<file path="config.mk">
export PLATFORM = sky130hd
export DESIGN_NAME = height_map_text_parser
export DESIGN_NICKNAME = d
export VERILOG_FILES = /design/src/hmtp_pkg.sv /design/src/height_map_text_parser.sv
export VERILOG_INCLUDE_DIRS = /design/src /design/src/src
export SDC_FILE = /design/constraint.sdc
export NUM_CORES = 1
export LEC_CHECK = 0
export BUFFER_PORTS_ARGS = -buffer_cell sky130_fd_sc_hd__buf_2
export CAP_MARGIN = 20
export CORE_ASPECT_RATIO = 0.8
export CORE_MARGIN = 10
export CORE_UTILIZATION = 40
export DETAILED_ROUTE_END_ITERATION = 8
export GPL_ROUTABILITY_DRIVEN = 0
export GPL_TIMING_DRIVEN = 0
export PLACE_DENSITY = 0.61
export SYNTH_ARGS = -nofsm -noshare
export SYNTH_HDL_FRONTEND = slang
export SYNTH_SLANG_ARGS = --single-unit
</file>
<file path="constraint.sdc">
create_clock -name aclk -period 7.3 [get_ports aclk]
set_clock_uncertainty 0.05 [all_clocks]
set_input_delay 0.365 -clock aclk [delete_from_list [all_inputs] [get_ports aclk]]
set_output_delay 0.365 -clock aclk [all_outputs]
set_load 0.1 [all_outputs]
</file>
<file path="src/height_map_text_parser_assert.svh">
// assertion macros for the height map text parser
`ifndef HEIGHT_MAP_TEXT_PARSER_ASSERT_SVH
`define HEIGHT_MAP_TEXT_PARSER_ASSERT_SVH

`ifndef SYNTHESIS

// condition holds at every clock edge outside reset
`define HMTP_ASSERT_ALWAYS(label, cond) \
    label: assert property (@(posedge aclk) disable iff (!aresetn) (cond)) \
        else $error("hmtp assertion failed");

// antecedent at one edge implies consequent at the next edge
`define HMTP_ASSERT_NEXT(label, ante, cons) \
    label: assert property (@(posedge aclk) disable iff (!aresetn) (ante) |=> (cons)) \
        else $error("hmtp assertion failed");

`else

`define HMTP_ASSERT_ALWAYS(label, cond)
`define HMTP_ASSERT_NEXT(label, ante, cons)

`endif

`endif

</file>
<file path="src/hmtp_pkg.sv">
// package with constants and types of the height map text parser
`default_nettype none

package hmtp_pkg;

    localparam int CountWidth = 13;
    localparam int CoordWidth = 12;
    localparam int HeightWidth = 32;
    localparam int ColorWidth = 24;
    localparam int CharWidth = 8;
    localparam int OutDataWidth = 2 * CoordWidth + HeightWidth + ColorWidth;

    typedef logic [CountWidth-1:0] count_t;
    typedef logic [CharWidth-1:0] char_t;

    localparam count_t MAX_COLUMNS = 13'd4096;
    localparam count_t MAX_ROWS = 13'd4096;

    // configuration register indexes
    localparam logic REG_COLUMN_COUNT = 1'b0;
    localparam logic REG_ROW_COUNT = 1'b1;

    // characters with a meaning of their own
    localparam char_t CHAR_SPACE = 8'h20;
    localparam char_t CHAR_NEWLINE = 8'h0a;
    localparam char_t CHAR_NUL = 8'h00;
    localparam char_t CHAR_MINUS = 8'h2d;
    localparam char_t CHAR_PLUS = 8'h2b;
    localparam char_t CHAR_COMMA = 8'h2c;
    localparam char_t CHAR_ZERO = 8'h30;
    localparam char_t CHAR_NINE = 8'h39;
    localparam char_t CHAR_LOWER_A = 8'h61;
    localparam char_t CHAR_LOWER_F = 8'h66;
    localparam char_t CHAR_UPPER_A = 8'h41;
    localparam char_t CHAR_UPPER_F = 8'h46;

    // result of a hex digit decode
    typedef struct packed {
        logic       valid;
        logic [3:0] value;
    } hex_digit_t;

    function automatic hex_digit_t hex_decode(input char_t c);
        hex_digit_t r;
        char_t      d;
        r = '{valid: 1'b0, value: 4'd0};
        d = 8'd0;
        if (c >= CHAR_ZERO && c <= CHAR_NINE) begin
            d = c - CHAR_ZERO;
            r = '{valid: 1'b1, value: d[3:0]};
        end else if (c >= CHAR_LOWER_A && c <= CHAR_LOWER_F) begin
            d = c - CHAR_LOWER_A + 8'd10;
            r = '{valid: 1'b1, value: d[3:0]};
        end else if (c >= CHAR_UPPER_A && c <= CHAR_UPPER_F) begin
            d = c - CHAR_UPPER_A + 8'd10;
            r = '{valid: 1'b1, value: d[3:0]};
        end
        return r;
    endfunction

endpackage

`default_nettype wire

</file>
<file path="src/height_map_text_parser.sv">
// top level of the height map text parser: characters in, points out
//
//  channel    | direction | transaction                  | tdata / tuser / tlast
//  s_axis     | in        | one text character           | tdata[7:0] text_char
//  m_axis     | out       | one point                    | tdata x,y,height,color; tlast row_end
//  cfg        | in        | register write, no read-back | cfg_index 0 columns, 1 rows
//
// one character is taken per cycle while s_axis_tready is high; a point leaves
// after the character that ends its token, via input register, then result register
// the state update is a single pass: one 32-bit multiply-by-ten add at most
// aresetn is synchronous, active low; it clears the parse state and both valids,
// and sets both count registers to their maximum; a stall on m_axis holds the result
// register, then the input register, and only then drops s_axis_tready
`default_nettype none

module height_map_text_parser (
    input  wire                               aclk,
    input  wire                               aresetn,
    // input stream
    input  wire                               s_axis_tvalid,
    output logic                              s_axis_tready,
    input  wire  [hmtp_pkg::CharWidth-1:0]    s_axis_tdata,   // [7:0] text_char
    // result stream
    output logic                              m_axis_tvalid,
    input  wire                               m_axis_tready,
    // [11:0] point_x, [23:12] point_y, [55:24] height, [79:56] rgb_color
    output logic [hmtp_pkg::OutDataWidth-1:0] m_axis_tdata,
    output logic                              m_axis_tlast,   // row_end
    // configuration writes
    input  wire                               cfg_wr_en,
    input  wire                               cfg_index,
    input  wire  [hmtp_pkg::CountWidth-1:0]   cfg_wr_data
);
    import hmtp_pkg::*;

    // parser phase codes
    localparam logic [2:0] PH_SKIP      = 3'd0;
    localparam logic [2:0] PH_NUM       = 3'd1;
    localparam logic [2:0] PH_NUMTAIL   = 3'd2;
    localparam logic [2:0] PH_PREFIX    = 3'd3;
    localparam logic [2:0] PH_COLOR     = 3'd4;
    localparam logic [2:0] PH_COLORTAIL = 3'd5;

    // configuration registers
    count_t column_count_reg;
    count_t row_count_reg;

    // input register
    logic  in_valid_reg;
    char_t in_char_reg;

    // parse state
    logic [2:0]            phase_reg, phase_next;
    count_t                column_index_reg, column_index_next;
    count_t                row_index_reg, row_index_next;
    logic [HeightWidth-1:0] height_accum_reg, height_accum_next;
    logic                  negative_sign_reg, negative_sign_next;
    logic [ColorWidth-1:0] color_accum_reg, color_accum_next;
    logic [1:0]            prefix_skip_reg, prefix_skip_next;

    // result register
    logic                    m_valid_reg, m_valid_next;
    logic [OutDataWidth-1:0] m_data_reg;
    logic                    m_last_reg;

    logic   out_free;
    logic   consume;
    logic   emit;
    logic   ends_row;
    count_t col_limit;
    count_t row_limit;
    logic   is_space;
    logic   is_eol;
    logic   is_digit;
    char_t  digit;
    hex_digit_t hex;
    logic [HeightWidth-1:0] height_out;

    // the result register frees up when empty or taken this cycle
    assign out_free      = !m_valid_reg || m_axis_tready;
    assign consume       = in_valid_reg && out_free;
    assign s_axis_tready = !in_valid_reg || out_free;

    // limits follow the registers live
    assign col_limit = (column_count_reg < MAX_COLUMNS) ? column_count_reg : MAX_COLUMNS;
    assign row_limit = (row_count_reg < MAX_ROWS) ? row_count_reg : MAX_ROWS;

    assign is_space = (in_char_reg == CHAR_SPACE);
    assign is_eol   = (in_char_reg == CHAR_NEWLINE) || (in_char_reg == CHAR_NUL);
    assign is_digit = (in_char_reg >= CHAR_ZERO) && (in_char_reg <= CHAR_NINE);
    assign digit    = in_char_reg - CHAR_ZERO;
    assign hex      = hex_decode(in_char_reg);

    assign height_out = negative_sign_reg ? (HeightWidth'(0) - height_accum_reg)
                                          : height_accum_reg;

    // one character of state update
    always_comb begin
        phase_next         = phase_reg;
        column_index_next  = column_index_reg;
        row_index_next     = row_index_reg;
        height_accum_next  = height_accum_reg;
        negative_sign_next = negative_sign_reg;
        color_accum_next   = color_accum_reg;
        prefix_skip_next   = prefix_skip_reg;
        emit               = 1'b0;
        ends_row           = 1'b0;

        if (phase_reg == PH_SKIP) begin
            if (is_space) begin
                // nothing between tokens
            end else if (is_eol) begin
                // empty row end: no point
                if (row_index_reg < row_limit) begin
                    row_index_next = row_index_reg + 13'd1;
                end
                column_index_next = '0;
            end else if (row_index_reg < row_limit && column_index_reg < col_limit) begin
                // token start
                height_accum_next  = '0;
                negative_sign_next = 1'b0;
                color_accum_next   = '0;
                prefix_skip_next   = '0;
                priority if (in_char_reg == CHAR_MINUS) begin
                    negative_sign_next = 1'b1;
                    phase_next         = PH_NUM;
                end else if (in_char_reg == CHAR_PLUS) begin
                    phase_next = PH_NUM;
                end else if (is_digit) begin
                    height_accum_next = HeightWidth'(digit[3:0]);
                    phase_next        = PH_NUM;
                end else if (in_char_reg == CHAR_COMMA) begin
                    phase_next = PH_PREFIX;
                end else begin
                    phase_next = PH_NUMTAIL;
                end
            end
        end else if (is_space || is_eol) begin
            // token end: one point
            emit              = 1'b1;
            ends_row          = is_eol;
            column_index_next = column_index_reg + 13'd1;
            phase_next        = PH_SKIP;
            if (is_eol) begin
                if (row_index_reg < row_limit) begin
                    row_index_next = row_index_reg + 13'd1;
                end
                column_index_next = '0;
            end
        end else begin
            unique case (phase_reg)
                PH_NUM: begin
                    priority if (is_digit) begin
                        height_accum_next = (height_accum_reg << 3) + (height_accum_reg << 1)
                                          + HeightWidth'(digit[3:0]);
                    end else if (in_char_reg == CHAR_COMMA) begin
                        phase_next = PH_PREFIX;
                    end else begin
                        phase_next = PH_NUMTAIL;
                    end
                end
                PH_NUMTAIL: begin
                    if (in_char_reg == CHAR_COMMA) begin
                        phase_next = PH_PREFIX;
                    end
                end
                PH_PREFIX: begin
                    // two prefix characters such as 0x
                    if (prefix_skip_reg != 2'd0) begin
                        prefix_skip_next = '0;
                        phase_next       = PH_COLOR;
                    end else begin
                        prefix_skip_next = 2'd1;
                    end
                end
                PH_COLOR: begin
                    if (hex.valid) begin
                        color_accum_next = {color_accum_reg[ColorWidth-5:0], hex.value};
                    end else begin
                        phase_next = PH_COLORTAIL;
                    end
                end
                default: begin
                    // colour tail and unused codes: skip to the terminator
                end
            endcase
        end
    end

    always_comb begin
        m_valid_next = m_valid_reg && !m_axis_tready;
        if (out_free) begin
            m_valid_next = consume && emit;
        end
    end

    // control and parse state
    always_ff @(posedge aclk) begin
        if (!aresetn) begin
            column_count_reg  <= MAX_COLUMNS;
            row_count_reg     <= MAX_ROWS;
            in_valid_reg      <= 1'b0;
            m_valid_reg       <= 1'b0;
            phase_reg         <= PH_SKIP;
            column_index_reg  <= '0;
            row_index_reg     <= '0;
            height_accum_reg  <= '0;
            negative_sign_reg <= 1'b0;
            color_accum_reg   <= '0;
            prefix_skip_reg   <= '0;
        end else begin
            if (cfg_wr_en) begin
                unique case (cfg_index)
                    REG_COLUMN_COUNT: column_count_reg <= cfg_wr_data;
                    REG_ROW_COUNT:    row_count_reg    <= cfg_wr_data;
                    default:          column_count_reg <= column_count_reg;
                endcase
            end
            if (s_axis_tready) begin
                in_valid_reg <= s_axis_tvalid;
            end
            m_valid_reg <= m_valid_next;
            if (consume) begin
                phase_reg         <= phase_next;
                column_index_reg  <= column_index_next;
                row_index_reg     <= row_index_next;
                height_accum_reg  <= height_accum_next;
                negative_sign_reg <= negative_sign_next;
                color_accum_reg   <= color_accum_next;
                prefix_skip_reg   <= prefix_skip_next;
            end
        end
    end

    // payload registers
    always_ff @(posedge aclk) begin
        if (s_axis_tready && s_axis_tvalid) begin
            in_char_reg <= s_axis_tdata;
        end
        if (consume && emit) begin
            m_data_reg <= {color_accum_reg, height_out,
                           row_index_reg[CoordWidth-1:0], column_index_reg[CoordWidth-1:0]};
            m_last_reg <= ends_row;
        end
    end

    assign m_axis_tvalid = m_valid_reg;
    assign m_axis_tdata  = m_data_reg;
    assign m_axis_tlast  = m_last_reg;

`include "height_map_text_parser_assert.svh"

    // the prefix counter never holds a finished count
    `HMTP_ASSERT_ALWAYS(a_prefix_range, prefix_skip_reg == 2'd0 || prefix_skip_reg == 2'd1)
    // indexes never run past the hard limits
    `HMTP_ASSERT_ALWAYS(a_index_range, column_index_reg <= MAX_COLUMNS && row_index_reg <= MAX_ROWS)
    // a token end always reaches the result register
    `HMTP_ASSERT_NEXT(a_emit_shows, consume && emit, m_valid_reg)
    // a held character is not dropped while the result side stalls
    `HMTP_ASSERT_NEXT(a_in_hold, in_valid_reg && !out_free, in_valid_reg && $stable(in_char_reg))

endmodule

`default_nettype wire
</file>
==> reports/metrics.cfg, run 1 <==
[cells_and_area]
nets=1341
drive_above_1_share_pct=13.9
design_area_um2=12600
area_growth_pct=17.2
final_cells=1595
largest_register_ffs=80
n_antenna_cell=0

[yosys]
ys_types=74
ys_warn_count=0
synth.avg_cell_area_um2=9.94
synth_top_area_share_pct=25.0
synth.most_common_cell=nand2_1
ys_seq_area_share_pct=46.4
synth_area_um2=10700
syn_nets=1197
synthArstFlopShare_pct=0
synthCells=1078
synthTopCellsByArea=edfxtp_1, dfxtp_1, ha_1
synth-edff-count=89
yosys_most_used_dff=dfxtp_1
yosysTopAreaCell=edfxtp_1
ys_ff_latch=204
ys_top_cells_by_count=nand2_1, dfxtp_1, ha_1, edfxtp_1

[clock_network]
cts_tree=yes
cts_buffers=23
clock_latency_ns=0.50
cts.sinks=204
clk_pin_slew_worst_paths_ns=0.06
htree_num_levels=1
post-cts-setup-buffers=0
cts_buffer_depth=3
clockRootBuffer=clkbuf_16

[drt]
drcViolationCount=0
wirelength_um=25800
ant_nets=0
viasPerCell=5.16
vias=8236
wl_per_cell_um=16.2
dr.pass1.iters=5
drt_iter0_markers=456

[worst_setup_path]
critPathMaxFanout=10
arrival_ns=4.09
timing.rr.start=row_count_reg[12]$_SDFFE_PN1P_
startpoint=row_count_reg[12]$_SDFFE_PN1P_
cpPeakStageDelay_ns=0.38
end_kind=flip-flop
critical_path_class=flip-flop to flip-flop
critPathRequiredTime_ns=7.61
slowest_stage=clkbuf_1
path_cells=inv_1 -> clkbuf_1 -> nand2_1 -> ha_1 -> a211oi_1 -> o21ai_0 -> o221ai_1 -> o211ai_1 -> o21ai_2 -> o2111ai_1 -> and2_1 -> clkbuf_1 -> buf_2 -> nand2_1 -> o21ai_0
start_kind=flip-flop

[grt]
grt_max_degree=30
grt_pass1_vias=8198
antenna_found_initial=0
use_met1_pct=20.8
busiest_layer=met2
grt_usage_pct=15.0
met2_usage_pct=23.7
use_met3_pct=2.24
grt_pass1_wl_um=42500
overflow=0

[sta]
timing.fmax_mhz=265
finalHoldViolCount=0
drv_slew=0
timing.final.crit_period_ns=3.78
tightest_slew_ns=0.886
slew_headroom_pct=40.8
period_share_pct=51.7
rsz0062_at_grt=false
tns_ns=0
setup-violations-final=0

[power_and_ir_drop]
power_leakage_nw=5.12
power.density_nw_per_um2=199
total_power_mw=2.50
irDropWorstVdd_mv=0.127

[min_path]
min_from=s_axis_tvalid
hold_path.class=input pin to flip-flop

[place]
portBuffers=109
placed_area_um2=11800
dp_hpwl_um=19400
dp.cells=1546

[die]
die_w_um=203
dieArea_um2=33800
io_pins=110
start_util_pct=40.7
core_area_um2=26300
rows=53
die_h_um=166

[flow_run]
drv_cap=0

[status]
outcome=finished, final reports clean

## stage by stage
step	hold slack (ns)	util [%]	setup WS, ns
floorplan	0.358	-	2.05
global placement	0.367	44.5	0.118
detailed placement	0.368	44.6	3.56
CTS	0.0436	47.7	3.54
global route	0.0697	47.7	3.11
finish	0.0634	47.7	3.52
## cell usage in the layout, fill, tap and decap left out, drive strengths merged, types with 7 or more instances in the layout
cell type    synthesis  routed
nand2              189     189
buf                  8     119
dfxtp              115     115
ha                  90      90
edfxtp              89      89
o21ai               64      64
clkbuf              32      62
xnor2               59      59
a21boi              48      48
nor2                46      46
a21oi               45      45
nand3               41      41
inv                 27      29
xor2                24      24
and2                20      20
o31ai               16      16
nor2b               13      13
a21o                12      12
or3                 12      12
nand4               11      11
and3                10      10
nor3                 8       8
dlygate4sd3          0       8
o21bai               7       7
o211ai               7       7
or4                  7       7
clkinv               0       7
## logic make-up after synthesis
group / share of synthesized area, %
multiplexers: 0.374
flip-flops: 46.4
AO/OA/AOI/OAI: 16.0
XOR/XNOR: 6.79
buffers and inverters: 2.46
AND/OR/NAND/NOR: 17.0
adder cells (fa/ha/maj): 10.9
## worst paths after layout
path,slack [ns],depth (start not counted),endpoint
max reg2reg,3.52,15,height_accum_reg[27]$_SDFFE_PN0P_
min reg2reg,0.38,0,m_axis_tdata[79]$_DFFE_PP_
max,3.52,15,height_accum_reg[27]$_SDFFE_PN0P_
min,0.06,3,in_valid_reg$_SDFFE_PN0N_
## layout make-up
| cell class | count | area (µm²) |
|---|---|---|
| inverter | 27 | 101 |
| tap | 357 | 447 |
| fill | 2476 | 13800 |
| timing repair buffer | 119 | 666 |
| sequential | 204 | 4970 |
| multi-input combinational | 807 | 5480 |
| clock buffer | 30 | 632 |
| buffer | 40 | 163 |
| clock inverter | 11 | 91.3 |
## report_power, final
group          internal (mW)  switching [mW]
Sequential              1.20          0.0132
Clock                  0.647           0.464
Combinational         0.0620           0.119
## layer usage
| metal | vias up | part of all wire, % |
|---|---|---|
| met5 | - | 0 |
| met4 | 0 | 2.3 |
| met3 | 31 | 4.1 |
| met2 | 140 | 43 |
| met1 | 3883 | 50 |
| li1 | 4182 | - |
## what timing repair did
action | 4_1_cts | 5_1_grt
resized for setup | 0 | 0
hold endpoints to repair | 8 | 0
hold buffers | 8 | 0
## critical path: cells and delay by family (launching register included)
family,cells,cell delay (ns)
adder cells (fa/ha/maj),1,0.31
AND/OR/NAND/NOR,3,0.50
AO/OA/AOI/OAI,7,1.50
buffers and inverters,4,0.96
flip-flops,1,0.31
(Power assumes the default switching activity.)
==> run 2: changes to the inputs <==
Clock period 7.3 ns to 3.8 ns, I/O delays scaled along.
==> run 2 against run 1 <==
Effect of this change:
- setup slack got worse by 3.3 ns
- die area did not move
- sequential share of layout area decreased by 0.53 points
- power is 89% higher
- global-route usage increased by 0.34 points
- core utilization rose by 0.67 points
- clock power increased by 84%
- final cell count increased by 1.1%
- cell area up 1.4%
- critical path depth is 2 lower
- largest cell class unchanged
==> reports/metrics.cfg, run 2 (synthesis gave the netlist of run 1 again) <==
[power_and_ir_drop]
seq_power_share_pct=49.2
switchingPower_mw=1.12
p_int_mw=3.61
irDropWorstVdd_mv=0.266
power_leakage_nw=5.19
p_clk_share_pct=43.1
swShare_pct=23.6
p_comb_share_pct=7.7
power.density_nw_per_um2=371
total_power_mw=4.73

[grt]
overflow=0
grt_pass1_wl_um=43500
grt_usage_pct=15.3
antenna_found_initial=0
grt_max_degree=30
grt_pass1_vias=8483

[worst_setup_path]
reg2reg_slack_ns=0.26
critPathMaxFanout=10
arrival_ns=3.94
start_kind=flip-flop
startpoint=in_char_reg[3]$_DFFE_PP_
critPathRequiredTime_ns=4.20
rr_worst_depth=13
end_kind=flip-flop
rr_endpoint=height_accum_reg[30]$_SDFFE_PN0P_
crit_path_end=height_accum_reg[30]$_SDFFE_PN0P_
critical_path_class=flip-flop to flip-flop
timing.rr.start=in_char_reg[3]$_DFFE_PP_

[cells_and_area]
mostFrequentLayoutCells=nand2_1, buf_2, dfxtp_1
nets=1360
n_antenna_cell=0
largest_register_ffs=80
drive_above_1_share_pct=13.9
final_common_cell=nand2_1
area_growth_pct=18.9

[drt]
vias=8393
ant_nets=0
drt_iter0_markers=445
viasPerCell=5.20
wl_per_cell_um=16.2
dr.pass1.iters=5
wirelength_um=26100
drcViolationCount=0

[sta]
drv_slew=0
slew_headroom_pct=43.8
period_share_pct=93.2
rsz0062_at_grt=true
tightest_slew_ns=0.841
holdWs_ns=0.179
setup-violations-final=0
timing.fmax_mhz=283
timing.final.crit_period_ns=3.54
finalHoldViolCount=0

[clock_network]
cts_tree=yes
clock_latency_ns=0.50
cts_buffer_depth=3
clk_pin_slew_worst_paths_ns=0.06
clockRootBuffer=clkbuf_16
htree_num_levels=1
cts.sinks=204
cts_buffers=23

[status]
outcome=finished, final reports clean

[place]
dp_hpwl_um=19500
portBuffers=109

[die]
rows=53
core_area_um2=26300
dieArea_um2=33800
io_pins=110
start_util_pct=40.7
die_w_um=203
die_h_um=166

[flow_run]
drv_cap=0

[min_path]
hold_path.class=input pin to flip-flop

-- run 2: cell count changes in the layout (fill, tap and decap cells not counted), moves of 2 or more --
cell,before,now
dfxtp_1,115,113
clkbuf_1,36,40
clkinv_2,4,1
dfxtp_2,0,2
buf_4,1,3
dlygate4sd3_1,8,26
-- run 2: worst min path at each step --
stage                    startpoint                           endpoint  slack [ns]  cells after the start
finish                      aresetn  height_accum_reg[11]$_SDFFE_PN0P_        0.18                      4
global route                aresetn  height_accum_reg[11]$_SDFFE_PN0P_        0.21                      4
CTS                         aresetn  height_accum_reg[11]$_SDFFE_PN0P_        0.16                      4
detailed placement  s_axis_tdata[4]           in_char_reg[4]$_DFFE_PP_        0.32                      1
global placement    s_axis_tdata[7]           in_char_reg[7]$_DFFE_PP_        0.32                      1
floorplan           s_axis_tdata[0]           in_char_reg[0]$_DFFE_PP_        0.24                      0
-- run 2: final cells by class --
type	count	area, µm²
Buffer	39	163
Clock buffer	36	654
Clock inverter	4	25.0
Fill cell	2447	13600
Inverter	27	101
Multi-Input combinational cell	807	5500
Sequential cell	204	4980
Tap cell	357	447
Timing Repair Buffer	139	861
-- run 2: worst max-delay path, stage by stage, from the launching register on --
cell and delay (ns):
edfxtp_1 0.36, clkbuf_4 0.21, inv_1 0.12, fa_1 0.47
fa_1 0.47, nor2b_1 0.14, o21ai_1 0.09, a21oi_1 0.23
o211a_1 0.29, or3_1 0.16, a221o_1 0.25, a221oi_2 0.09
or4b_1 0.48, nand3_1 0.09
-- run 2: metrics by stage --
step	utilization, %	setup WS, ns	TNS [ns]	instance area, µm²	instances
after detailed placement	44.6	0.0456	0	11800	1546
after floorplan	-	0.613	0	10700	1078
after global placement	44.5	0.0925	0	11700	1544
final	48.4	0.260	0	12700	1613
after CTS	48.2	0.0289	0	12700	1612
after global routing	48.4	-0.0153	-0.0325	12700	1613
-- run 2: layer usage --
| layer | track usage (%) | up-vias | share of wire (%) |
|---|---|---|---|
| met4 | 3.89 | 0 | 2.2 |
| met3 | 2.73 | 42 | 4.7 |
| met5 | 0 | - | 0 |
| met2 | 24.1 | 150 | 43 |
| met1 | 21.1 | 3978 | 50 |
| li1 | - | 4223 | - |
-- run 2: power groups by stage --
stage / registers [mW] / clock network (mW) / logic [mW]
after floorplan: 2.37 / 0 / 0.234
after global placement: 2.37 / 0 / 0.333
after detailed placement: 2.37 / 0 / 0.338
after CTS: 2.32 / 2.08 / 0.360
after global routing: 2.33 / 2.16 / 0.410
final: 2.32 / 2.04 / 0.365
-- run 2: what timing repair did --
| item | 4_1_cts | 5_1_grt |
|---|---|---|
| hold buffers | 26 | 0 |
| endpoints found under the hold margin | 36 | 0 |
| setup buffers | 0 | 2 |
| endpoints found under the setup margin | 0 | 52 |
| resized for setup | 0 | 9 |
